`src/sv/fpa_pkg.sv`:
```
// Shared types and constants of the fixed-point ALU.
`timescale 1ns / 1ps
package fpa_pkg;

    typedef enum logic [3:0] {
        OP_ADD     = 4'd0,
        OP_SUB     = 4'd1,
        OP_MUL     = 4'd2,
        OP_DIV     = 4'd3,
        OP_GE      = 4'd4,
        OP_LE      = 4'd5,
        OP_EQ      = 4'd6,
        OP_NE      = 4'd7,
        OP_GT      = 4'd8,
        OP_LT      = 4'd9,
        OP_MIN     = 4'd10,
        OP_MAX     = 4'd11,
        OP_INC     = 4'd12,
        OP_DEC     = 4'd13,
        OP_TOINT   = 4'd14,
        OP_FROMINT = 4'd15
    } op_t;

    typedef enum logic [1:0] {
        CLS_SIMPLE = 2'd0,
        CLS_MUL    = 2'd1,
        CLS_DIV    = 2'd2
    } cls_t;

    localparam logic [1:0] ST_OK   = 2'd0;
    localparam logic [1:0] ST_DIVZ = 2'd1;
    localparam logic [1:0] ST_OVF  = 2'd2;

    localparam int Q_DEPTH = 4;
    localparam int Q_AW    = 2;

    // One classified word as it waits between front and back.
    typedef struct packed {
        op_t                op;
        cls_t               cls;
        logic signed [31:0] a;
        logic signed [31:0] b;
        logic [31:0]        mag_a;
        logic [31:0]        mag_b;
        logic               neg;
        logic               dz;
    } item_t;

endpackage

```
`src/sv/fpa_fifo.sv`:
```
// Short queue of classified words between front and back.
`timescale 1ns / 1ps
module fpa_fifo (
    input  logic            aclk,
    input  logic            aresetn,
    input  logic            push,
    input  fpa_pkg::item_t  push_item,
    output logic            full,
    input  logic            pop,
    output logic            not_empty,
    output fpa_pkg::item_t  head_item
);
    import fpa_pkg::*;

    item_t             mem_reg [0:Q_DEPTH-1];
    logic [Q_AW-1:0]   wptr_reg;
    logic [Q_AW-1:0]   rptr_reg;
    logic [Q_AW:0]     cnt_reg;
    logic [Q_AW:0]     cnt_next;

    assign full      = (cnt_reg == (Q_AW+1)'(Q_DEPTH));
    assign not_empty = (cnt_reg != '0);
    assign head_item = mem_reg[rptr_reg];

    always_comb begin
        cnt_next = cnt_reg;
        priority if (push && !pop) begin
            cnt_next = cnt_reg + 1'b1;
        end else if (pop && !push) begin
            cnt_next = cnt_reg - 1'b1;
        end
    end

    always_ff @(posedge aclk) begin
        if (!aresetn) begin
            wptr_reg <= '0;
            rptr_reg <= '0;
            cnt_reg  <= '0;
        end else begin
            if (push) wptr_reg <= wptr_reg + 1'b1;
            if (pop)  rptr_reg <= rptr_reg + 1'b1;
            cnt_reg <= cnt_next;
        end
    end

    always_ff @(posedge aclk) begin
        if (push) mem_reg[wptr_reg] <= push_item;
    end

endmodule

```
`config.mk`:
```
export PLATFORM = sky130hd
export DESIGN_NAME = fpa_fifo
export DESIGN_NICKNAME = d
export VERILOG_FILES = /design/src/sv/fpa_pkg.sv /design/src/sv/fpa_fifo.sv
export SDC_FILE = /design/constraint.sdc
export NUM_CORES = 1
export LEC_CHECK = 0
export BUFFER_PORTS_ARGS = -buffer_cell sky130_fd_sc_hd__clkbuf_2
export CORE_ASPECT_RATIO = 0.75
export CORE_UTILIZATION = 55
export DETAILED_ROUTE_END_ITERATION = 8
export PLACE_DENSITY = 0.77
export SETUP_SLACK_MARGIN = 0.02
export SLEW_MARGIN = 30
export SYNTH_ARGS = -nofsm -noshare
export SYNTH_HDL_FRONTEND = slang
export SYNTH_SLANG_ARGS = --single-unit
```
`constraint.sdc`:
```
create_clock -name aclk -period 13.2 [get_ports aclk]
set_input_delay 1.98 -clock aclk [delete_from_list [all_inputs] [get_ports aclk]]
set_output_delay 1.98 -clock aclk [all_outputs]
set_load 0.05 [all_outputs]
```
* Word-level counts from Yosys, hierarchy flattened *
Memory sizes are Yosys's and may differ from the RTL's. A register that Yosys moved wholly into a read port is not among the register bits.
Cells that the tools add are included.

word-level totals
  word-level logic and storage cells = 21
  flip-flop bits (word level) = 7
  memories kept = 1
  input port bits = 140
  memory bits (writable) = 544
  output and inout bits = 138

operators by class
  multiplexer cells = 6
  equal/unequal tests = 1
  reduce and logical (&&, ||, !) cells = 6
  $add $sub $neg = 4

memory list
  memory   words  width  rd ports  clocked after Yosys merged registers in  wr ports  line            RTL
  mem_reg  4      136    1         1                                        1         fpa_fifo.sv:15  item_t mem_reg [0:Q_DEPTH-1];

operator list
  cell                                                                number
  3-bit 2-to-1 mux                                                    2
  2-bit by 1-bit adder with 2-bit output, second input constant       2
  2-bit 2-to-1 mux                                                    2
  3-bit by 1-bit adder with 3-bit output, second input constant       1
  3-bit equality test, second input constant                          1
  3-bit nonzero test                                                  1
  3-bit by 1-bit subtractor with 3-bit output, second input constant  1
  1-bit logical AND                                                   2
  1-bit logical NOT                                                   2
  1-bit 2-to-1 mux                                                    2
  2-bit nonzero test                                                  1

* Longest topological paths before layout *
  depth in word-level cells = 4
  mapped depth = 7
  gate-level depth less buffers = 7

* Least setup slack after synthesis *
No wires, ideal clock.

  path type = input to register
  from = in push
  to = mem mem_reg[0][0] in the netlist's numbering (enable)
  required time = 12,689 ps
  setup slack = 7,598 ps
  buffers on the path = 0
  setup time = 511 ps
  cell stages on the path = 1
  data arrival time = 5,091 ps
  cell sequence = and2_1

between the ends
  longest elaborated chain between the ends = 2

RTL lines
  what                                    line            RTL
  start, declared                         fpa_fifo.sv:6   input logic push,
  1-bit 2-to-1 mux                        fpa_fifo.sv:47  if (push) mem_reg[wptr_reg] <= push_item;
  1-bit 2-to-1 mux (implied by the code)  fpa_fifo.sv:47
  end, declared                           fpa_fifo.sv:15

Every way passes these cells.

==> impl_metrics.env <==
export IMPL_die_y_um=167
export IMPL_final_max_slew_viol_count=0
export IMPL_ys_seq_elements=553
export IMPL_startpoint_types="register"
export IMPL_grt_overflow_total=0
export IMPL_wire_length_of_the_first_global_routing_pass_um=54800
export IMPL_detailed_place_hpwl_um=21800
export IMPL_synthToLayoutAreaGrowth_pct=17.8
export IMPL_grtUsageTotal=0.198
export IMPL_most_common_cell_after_layout_fill_and_taps_aside="edfxtp_1"
export IMPL_via_per_inst=5.64
export IMPL_path_common_cell="buf_6"
export IMPL_worstSetupPathType="register to primary output"
export IMPL_worstPathMaxFanout=53
export IMPL_cts_repair_resize_count=0
export IMPL_synth_sequential_area_ratio=0.824
export IMPL_relSlewSlack=0.439
export IMPL_largest_register_ffs=544
export IMPL_post_cts_buffers=0
export IMPL_clkSlewWorstSetupHoldPaths_ps=60
export IMPL_hold_violations=0
export IMPL_initial_core_util=0.558
export IMPL_io_pins=278
export IMPL_floorplan_rows=60
export IMPL_route_detailed_drc=0
export IMPL_critical_path_max_stage_delay_ps=880
export IMPL_timing_critical_path_slowest_stage_cell="dfxtp_4"
export IMPL_final_period_minus_worst_setup_slack_ps=5680
export IMPL_detailroute_via_count=8866
export IMPL_layout_nets=1211
export IMPL_post_layout_nonfiller_instances=1573
export IMPL_dieWidth_um=222
export IMPL_layout_cells_sized_above_1=0.452
export IMPL_cts_tree="yes"
export IMPL_die_area_um2=37200
export IMPL_drt_iter0_drc=628
export IMPL_floorplan_core_area_um2=35900
export IMPL_root_buffer="clkbuf_16"
export IMPL_synth_cell_types=20
export IMPL_clock_tree_buffer_depth=3
export IMPL_netlist_area_um2=20000
export IMPL_final_period_utilization=0.430
export IMPL_rsz_0062_raised_after_global_routing="no"
export IMPL_drt_wl_total_um=36300
export IMPL_most_common_layout_cells="edfxtp_1, clkbuf_2, mux4_2, clkbuf_16, clkbuf_1"
export IMPL_cp_end_kind="primary output"
export IMPL_drt_wirelength_per_cell_um=23.1
export IMPL_setup_violations_final=0
export IMPL_first_global_vias=9301
export IMPL_hold_slack_ps=513
export IMPL_worst_skew_pair_late_latency_ps=570
export IMPL_max_slew_worst_pin_slew_ps=842
export IMPL_drt_pass1_iterations=4
export IMPL_cts_max_level=2
export IMPL_final_fill_count=2300
export IMPL_cts_hold_buffers_added=0
export IMPL_io_buffers=277
export IMPL_postSynthNetCount=899
export IMPL_run_status="finished clean"
export IMPL_dp_cells=1477
export IMPL_hold_class="register to register"
export IMPL_route_antenna_remaining_nets=0
export IMPL_finalClockSkew_ps=17.3
export IMPL_power_per_cell_area_nw_per_um2=170
export IMPL_cap_viol_max_count=0
export IMPL_cp_data_arrival_time_ps=3700
export IMPL_cts_bufs_inserted=50
export IMPL_setup_tns_final_ps=0
export IMPL_grt_max_degree=73
export IMPL_gp_congestion=0.763
export IMPL_total_leakage_power_nw=7.96
export IMPL_clock_sinks=553
export IMPL_crit_path_cell_trace="buf_6 > buf_6 > mux4_2 > clkbuf_2"
export IMPL_netlist_instances=753
export IMPL_grt_antenna_before_repair=5
export IMPL_synth_warnings=0
export IMPL_mean_instance_size_in_the_synthesized_netlist_um2=26.6
export IMPL_cp_required_ps=11220
export IMPL_maximum_ir_drop_on_the_vdd_rail_mv=0.102
export IMPL_maxClockFrequency_mhz=176
metal layers:
layer  global-route usage  vias to the layer above  routed length [um]
met4               0.0471                        4                 603
met3               0.0663                       61                3280
li1                     -                     3890                   -
met2                0.314                      291               17600
met1                0.271                     4620               14800
met5                    0                        -                  30
final timing paths:
kind / from / to / slack, ps / cells past startpoint
setup / recovery: register / head_item[90] / 7520 / 4
setup reg to reg: wptr_reg[0]$_SDFFE_PN0P_ / mem_reg[1][100]$_DFFE_PP_ / 10220 / 4
hold reg to reg: cnt_reg[2]$_SDFFE_PN0P_ / cnt_reg[2]$_SDFFE_PN0P_ / 510 / 2
hold / removal: cnt_reg[2]$_SDFFE_PN0P_ / cnt_reg[2]$_SDFFE_PN0P_ / 510 / 2
cells by family (layout without fill, tap and decap cells):
logic type,Yosys count,count (layout),synth area share
buf+inv,34,386,0.0101
other cells,0,3,0
compound gates,2,2,0.000624
simple gates,15,15,0.00462
xor+xnor,5,5,0.00219
flops,553,553,0.824
mux,138,138,0.154
fa+ha+maj,6,6,0.00412
report_power, final:
| part | leakage, nW | switching, mW | internal, mW |
|---|---|---|---|
| Clock | 0.771 | 0.599 | 0.814 |
| Combinational | 2.12 | 0.389 | 0.161 |
| Sequential | 5.07 | 0.0306 | 2.02 |
final cells by class:
cell class / count / area (um2) / area share
antenna: 3 / 7.51 / 0.000318
clock buffer: 71 / 1350 / 0.0572
clock inverter: 21 / 256 / 0.0109
inverter: 4 / 15.0 / 0.000636
multi-input combinational: 166 / 3320 / 0.141
sequential: 553 / 16500 / 0.700
tap: 465 / 582 / 0.0246
timing repair buffer: 290 / 1550 / 0.0656
per-stage QoR:
step                      total power [mW]  utilization  cell area [um2]  setup WS (ps)
after floorplan                       2.50            -            20000           7600
after global placement                2.63        0.610            21900           7450
after detailed placement              2.64        0.612            22000           7700
after CTS                             4.05        0.657            23600           7070
after global routing                  4.14        0.658            23600           7160
final                                 4.01        0.658            23600           7520
cell usage after synthesis:
| cell type | n | area [um2] |
|---|---|---|
| a21boi_0 | 1 | 7.51 |
| and2_1 | 9 | 56.3 |
| buf_2 | 15 | 75.1 |
| buf_4 | 3 | 22.5 |
| buf_6 | 6 | 67.6 |
| clkbuf_1 | 6 | 22.5 |
| dfxtp_1 | 9 | 180 |
| edfxtp_1 | 544 | 16300 |
| fa_1 | 1 | 20.0 |
| ha_1 | 5 | 62.6 |
| inv_1 | 4 | 15.0 |
| mux2i_1 | 2 | 20.0 |
| mux4_2 | 136 | 3060 |
| nand2_1 | 1 | 3.75 |
| nor2b_1 | 2 | 12.5 |
| nor3b_1 | 1 | 7.51 |
| o21ai_0 | 1 | 5.00 |
| or3_1 | 2 | 12.5 |
| xnor2_1 | 2 | 17.5 |
| xor2_1 | 3 | 26.3 |
worst max-delay path: cells and delay by family, from the launching register on:
family / cells / cell delay, ps
buffers and inverters: 3 / 1510
DFF: 1 / 880
muxes: 1 / 630
No activity file was read; power rests on OpenSTA's default activity.
