[config.mk]
export PLATFORM = sky130hd
export DESIGN_NAME = fpa_front
export DESIGN_NICKNAME = d
export VERILOG_FILES = /design/src/sv/fpa_pkg.sv /design/src/sv/fpa_front.sv
export SDC_FILE = /design/constraint.sdc
export NUM_CORES = 1
export LEC_CHECK = 0
export BUFFER_PORTS_ARGS = -buffer_cell sky130_fd_sc_hd__clkbuf_2
export CORE_AREA = 2 2 82 84
export DETAILED_ROUTE_END_ITERATION = 8
export DIE_AREA = 0 0 84 86
export PLACE_DENSITY = 0.74
export SLEW_MARGIN = 20
export SYNTH_ARGS = -nofsm -noshare
export SYNTH_HDL_FRONTEND = slang
export SYNTH_SLANG_ARGS = --single-unit
[constraint.sdc]
create_clock -name vclk -period 2.6
set_clock_uncertainty 0.2 [all_clocks]
set_input_delay 0.39 -clock vclk [all_inputs]
set_output_delay 0.39 -clock vclk [all_outputs]
set_load 0.01 [all_outputs]
[src/sv/fpa_pkg.sv]
// Shared types and constants of the fixed-point ALU.
`timescale 1ns / 1ps
package fpa_pkg;

    typedef enum logic [3:0] {
        OP_ADD     = 4'd0,
        OP_SUB     = 4'd1,
        OP_MUL     = 4'd2,
        OP_DIV     = 4'd3,
        OP_GE      = 4'd4,
        OP_LE      = 4'd5,
        OP_EQ      = 4'd6,
        OP_NE      = 4'd7,
        OP_GT      = 4'd8,
        OP_LT      = 4'd9,
        OP_MIN     = 4'd10,
        OP_MAX     = 4'd11,
        OP_INC     = 4'd12,
        OP_DEC     = 4'd13,
        OP_TOINT   = 4'd14,
        OP_FROMINT = 4'd15
    } op_t;

    typedef enum logic [1:0] {
        CLS_SIMPLE = 2'd0,
        CLS_MUL    = 2'd1,
        CLS_DIV    = 2'd2
    } cls_t;

    localparam logic [1:0] ST_OK   = 2'd0;
    localparam logic [1:0] ST_DIVZ = 2'd1;
    localparam logic [1:0] ST_OVF  = 2'd2;

    localparam int Q_DEPTH = 4;
    localparam int Q_AW    = 2;

    // One classified word as it waits between front and back.
    typedef struct packed {
        op_t                op;
        cls_t               cls;
        logic signed [31:0] a;
        logic signed [31:0] b;
        logic [31:0]        mag_a;
        logic [31:0]        mag_b;
        logic               neg;
        logic               dz;
    } item_t;

endpackage

[src/sv/fpa_front.sv]
// Front end: accept input words, decode and classify them.
`timescale 1ns / 1ps
module fpa_front (
    input  logic            s_tvalid,
    output logic            s_tready,
    input  logic [71:0]     s_tdata,
    input  logic            q_full,
    output logic            q_push,
    output fpa_pkg::item_t  q_item
);
    import fpa_pkg::*;

    logic signed [31:0] a;
    logic signed [31:0] b;
    op_t                op;

    assign op = op_t'(s_tdata[3:0]);
    assign a  = s_tdata[35:4];
    assign b  = s_tdata[67:36];

    assign s_tready = !q_full;
    assign q_push   = s_tvalid && !q_full;

    always_comb begin
        q_item       = '0;
        q_item.op    = op;
        q_item.a     = a;
        q_item.b     = b;
        q_item.mag_a = a[31] ? (32'd0 - a) : a;
        q_item.mag_b = b[31] ? (32'd0 - b) : b;
        q_item.neg   = a[31] ^ b[31];
        q_item.dz    = (b == 32'sd0);
        unique case (op)
            OP_MUL:  q_item.cls = CLS_MUL;
            OP_DIV:  q_item.cls = CLS_DIV;
            default: q_item.cls = CLS_SIMPLE;
        endcase
    end

endmodule

== After elaboration in Yosys (flattened, before gate mapping) ==
Cells that the tools add are included.

* Flip-flop bits (word level): 0
* Input bits: 74

* Add/sub/neg operators: 2
* Eq/ne operators: 2
* Mux-type cells: 3
* Bitwise gates (word level): 1
* Reduce and logical (&&, ||, !) cells: 3

{| class="wikitable"
|+ Operators by type and width
! operator !! number
|-
| $mux 32 || 2
|-
| $sub 1x32->32 const A || 2
|-
| $logic_not 32->1 || 1
|-
| $eq 4x2->1 const B || 2
|-
| $pmux 2 s2 || 1
|-
| $logic_and 1x1->1 || 1
|-
| $logic_not 1->1 || 1
|-
| $xor 1x1->1 || 1
|}

== Longest topological paths before layout ==
Gate-level depths: netlist of the first run.

* Depth after elaboration: 2
* Mapped depth: 7
* Gate-level depth less buffers: 7

== Worst setup path after synthesis of the first run ==
OpenSTA, ideal clock, no wires.

* Path type: input to output
* Start point: in s_tdata[59]
* End point: out q_item[0] (netlist bit)
* Arrival time: 2.390 ns
* Required time: 2.010 ns
* Slack: -0.380 ns
* Stages on the path: 5
* Cell sequence: or4_1 -> or3_1 -> or3_1 -> or3_1 -> nor4_1

{| class="wikitable"
|+ RTL lines
! item !! line !! RTL
|-
| start, declared || fpa_front.sv:6 || <nowiki>input logic [71:0] s_tdata,</nowiki>
|-
| end, declared || fpa_front.sv:9 || <nowiki>output fpa_pkg::item_t q_item</nowiki>
|}

==> flow_summary.yaml, run 1 <==
route:
  vias_per_cell: 4.942
  routed_wl_um: 8393
  drt-initial-drc-count: 47
  firstDrtPassIters: 4
  vias: 2718
  wire_per_inst_um: 15.26
  drtAntennaViolNets: 0
  route.detailed.drc: 0
layout:
  nClkBuffers: 0
  mostFrequentLayoutCell: "clkbuf_2"
  utilization_pct: 61.79
  drive_gt1_share_pct: 79.92
  synthToLayoutAreaGrowth_pct: 109.9
  regArea_um2: 0
  n_antenna_cell: 0
  finalNetCount: 551
  seq_cells: 0
  layout_common_cells: "clkbuf_2 (160), buf_4 (69), xnor2_1 (51)"
critical_path:
  crit_path_cell_trace: "buf_6, or4_4, or3_4, or3_4, buf_6, o41ai_4, xnor2_1, buf_2"
  crit_slowest_cell: "or4_4"
  start_kind: "input port"
  cp-end-kind: "primary output"
  cp_data_arrival_time_ns: 2.51
  cpPeakStageDelay_ns: 0.53
  worstSetupPathType: "in2out"
  worstPathMaxFanout: 4
  required_ns: 2.01
sta:
  period_share_pct: 119.2
  min_period_ns: 3.098
  slew_violations: 0
  relSlewSlack_pct: 26.37
  worst_slack_ns: -0.4982
  hold_viol: 0
  max_freq_ghz: 0.3228
  worst_pin_slew_ns: 1.105
  setup_violations: 41
  rsz0062_at_grt: "yes"
synthesis:
  synth.top_cell.area_share_pct: 28.44
  syn_nets: 334
  synth_top_cell_by_area: "buf_4"
  yosysSeqAreaShare_pct: 0
  synthTopCellsByArea: "buf_4 (28%), xnor2_1 (27%), o21ai_0 (5.7%), o31ai_1 (5.3%), o41ai_1 (4.7%)"
  yosysWarnings: 0
  synthCells: 258
  synth_cell_types: 30
  avgSynthCellArea_um2: 7.163
  synth_area_um2: 1848
die:
  die_w_um: 84
  io_pins: 212
  rows: 29
  chipHeight_um: 86
  start_util_pct: 29.44
  coreArea_um2: 6277
  die_area_um2: 7224
global_route:
  grt_pass1_wl_um: 12340
  grt_use_total_pct: 20.10
  grt-ovfl-total: 0
  grt_start_max_net_pins: 35
  grt_pass1_vias: 2567
  antenna_found_initial: 0
run_status:
  violations: "setup timing"
  outcome: "finished with violations"
placement:
  place_congestion: 0.8449
  hpwl_um: 6234
  dp_slack_ns: -0.5305
  io_buffers: 208
min_path:
  min_path_cells: 2
  hold_path.class: "in2out"
run:
  maxCapViolations: 0
pwr:
  p_per_area_nw_per_um2: 174.3
  irDropWorstVdd_mv: 0.1255
  p_leak_uw: 0.001879
## routing by layer
layer | track usage [%] | share of wire, % | vias up
li1 | - | - | 1287
met1 | 24.13 | 37 | 1314
met2 | 40.29 | 58 | 97
met3 | 0.6737 | 3.8 | 20
met4 | 2.933 | 1.5 | 0
met5 | 0 | 0 | -
## power breakdown
| group | internal [uW] | switching (uW) |
|---|---|---|
| logic | 319 | 357 |
| clock network | 0 | 0 |
| registers | 0 | 0 |
| total | 319 | 357 |
## cell usage after synthesis
| cell type | number |
|---|---|
| nand2_1 | 14 |
| inv_1 | 8 |
| nor3_1 | 3 |
| a31oi_1 | 1 |
| nor4bb_1 | 1 |
| or4_1 | 9 |
| nand2b_1 | 2 |
| buf_4 | 70 |
| nor2_1 | 2 |
| o31ai_4 | 1 |
| nand3_1 | 4 |
| nand4_1 | 1 |
| or2_2 | 5 |
| or3_1 | 8 |
| nor4_1 | 7 |
| nor2b_1 | 1 |
| or3b_2 | 1 |
| clkbuf_1 | 5 |
| xor2_1 | 2 |
| or4_4 | 3 |
| and3b_1 | 1 |
| ha_1 | 2 |
| o31ai_1 | 13 |
| nor4b_1 | 1 |
| o21ai_0 | 21 |
| o21ai_1 | 3 |
| o31ai_2 | 1 |
| xnor2_1 | 57 |
| buf_1 | 1 |
| o41ai_1 | 10 |
## metrics by stage
stage	setup TNS, ns	cell area, um2	std cells	hold WS (ns)	power (uW)
6_report	-9.887	3879	550	0.7882	675.9
3_5_place_dp	-12.19	3023	525	0.7948	578.8
4_1_cts	-8.450	3520	537	0.7956	633.0
5_1_grt	-12.80	3879	550	0.7945	720.4
2_1_floorplan	-2.174	1998	258	0.6063	323.6
3_3_place_gp	-11.20	3023	525	0.7878	570.1
## cell families after synthesis
| kind of cell | Yosys count | synth area share, % |
|---|---|---|
| fa+ha+maj | 2 | 1.354 |
| buf+inv | 84 | 31.28 |
| simple gates | 63 | 20.72 |
| xor+xnor | 59 | 27.96 |
| compound gates | 50 | 18.69 |
## what timing repair did
item / CTS / global route
setup buffers: 12 / 13
gates resized for setup: 82 / 96
pin swaps: 32 / 30
hold buffers: 0 / 0
endpoints found under the setup margin: 47 / 50
## critical path, delay by kind of cell
| kind | cells | cell delay (ns) |
|---|---|---|
| AO/OA/AOI/OAI | 1 | 0.33 |
| XOR/XNOR | 1 | 0.16 |
| buffers and inverters | 3 | 0.38 |
| AND/OR/NAND/NOR | 3 | 1.24 |
## cell type report
cell class         count  area, um2
inverters              8      35.03
fillers              545       2399
well taps             77      96.34
multi-input cells    174       1989
repair buffers       291       1758
## worst paths after layout
| kind | startpoint | end | slack, ns |
|---|---|---|---|
| setup / recovery | s_tdata[59] | q_item[31] | -0.50 |
| hold / removal | s_tdata[37] | q_item[67] | 0.79 |
Power figures use the tool's default switching activity.
==> run 2: changes to the inputs <==
- ABC_CLOCK_PERIOD_IN_PS: not set -> 2600
- PLACE_DENSITY: 0.74 -> 0.79
==> run 2 against run 1 <==
The run still ends with setup timing left. Total power down 1.8%. Critical path depth shrank 1. Worst hold slack lost 0.0098 ns. Worst setup slack worse by 0.013 ns. Flip-flop and latch count did not move.
==> flow_summary.yaml, run 2 (same netlist as run 1, synthesis figures left out) <==
run_status:
  outcome: "finished with violations"
  violations: "setup timing"
sta:
  relSlewSlack_pct: 26.98
  min_period_ns: 3.111
  max_freq_ghz: 0.3214
  worst_pin_slew_ns: 1.095
  hold_viol: 0
  worst_slack_ns: -0.5110
  rsz0062_at_grt: "yes"
  setup_violations: 37
  period_share_pct: 119.7
  slew_violations: 0
placement:
  hpwl_um: 6190
  placed_cell_area_um2: 3000
  dp_slack_ns: -0.5123
  place_congestion: 0.8751
  io_buffers: 208
  dpl.cell_count: 522
route:
  route.detailed.drc: 0
  routed_wl_um: 8088
  vias: 2666
  firstDrtPassIters: 4
  vias_per_cell: 4.919
  drt-initial-drc-count: 73
  wire_per_inst_um: 14.92
  drtAntennaViolNets: 0
critical_path:
  required_ns: 2.01
  crit_slowest_cell: "or4_4"
  cp_data_arrival_time_ns: 2.52
  worstSetupPathType: "in2out"
  crit_path_cell_trace: "buf_6, or4_4, or4_4, or4_4, o31ai_4, xnor2_2, buf_2"
  critPathMostFrequentCell: "or4_4"
  cp-end-kind: "primary output"
  start_kind: "input port"
  cpPeakStageDelay_ns: 0.53
  worstPathMaxFanout: 6
pwr:
  p_per_area_nw_per_um2: 175.2
  p_leak_uw: 0.001805
  irDropWorstVdd_mv: 0.1421
  total_power_uw: 663.4
run:
  maxCapViolations: 0
global_route:
  grt_pass1_vias: 2437
  grt_pass1_wl_um: 11560
  grt_start_max_net_pins: 35
  grt-ovfl-total: 0
  antenna_found_initial: 0
  grt_use_total_pct: 18.76
layout:
  finalNetCount: 543
  final_cells: 542
  nClkBuffers: 0
  final_area_um2: 3787
  mostFrequentLayoutCell: "clkbuf_2"
  drive_gt1_share_pct: 79.14
  seq_cells: 0
  layout_common_cells: "clkbuf_2 (160), buf_4 (62), xnor2_1 (50)"
  regArea_um2: 0
  synthToLayoutAreaGrowth_pct: 104.9
  n_antenna_cell: 0
  utilization_pct: 60.33
die:
  die_area_um2: 7224
  start_util_pct: 29.44
  chipHeight_um: 86
  die_w_um: 84
  coreArea_um2: 6277
  rows: 29
  io_pins: 212
clock_tree:
  postCtsHoldBufs: 0
min_path:
  hold_path.class: "in2out"
run 2: changes by cell type in the layout (fill, tap and decap cells not counted), moves of 2 or more:
cell / delta
buf_6: -3
nand2_4: -2
o21ai_0: +2
buf_4: -7
buf_8: +2
nand2_8: +2
run 2: power by group:
part	total (uW)	leakage, uW	switching [uW]	internal (uW)
Combinational	663	0.00180	350	313
Sequential	0	0	0	0
Clock	0	0	0	0
run 2: area by class of cell:
| type | instances | area [um2] |
|---|---|---|
| Fill cell | 547 | 2490 |
| Multi-Input combinational cell | 174 | 1954 |
| Timing Repair Buffer | 283 | 1702 |
| Tap cell | 77 | 96.34 |
| Inverter | 8 | 35.03 |
run 2: final timing paths:
| check | startpoint | endpoint | slack, ns | cells after the start |
|---|---|---|---|---|
| hold / removal | s_tdata[37] | q_item[67] | 0.78 | 2 |
| setup / recovery | s_tdata[46] | q_item[24] | -0.51 | 7 |
run 2: worst max-delay path, delay by kind of cell:
kind / cells / cell delay (ns)
compound gates: 1 / 0.28
xor+xnor: 1 / 0.13
buf+inv: 2 / 0.23
simple gates: 3 / 1.49
run 2: routing by layer:
metal	GRT usage [%]	up-vias	part of all wire, %	routed length, um
met1	22.45	1266	37	3001
li1	-	1280	-	-
met4	2.933	0	2.1	173
met3	1.251	18	4.2	340
met2	37.09	102	57	4573
met5	0	-	0	0
run 2: through the flow:
| step | hold WS (ns) | setup TNS [ns] |
|---|---|---|
| floorplan | 0.6063 | -2.174 |
| global placement | 0.7888 | -10.66 |
| detailed placement | 0.7956 | -11.76 |
| CTS | 0.7972 | -8.953 |
| global route | 0.7903 | -12.00 |
| finish | 0.7784 | -9.287 |
run 2: what timing repair did:
action                                  4_1_cts  5_1_grt
endpoints found under the setup margin       46       51
buffers inserted                             12        8
gates resized for setup                      75       95
pin swaps                                    29       37
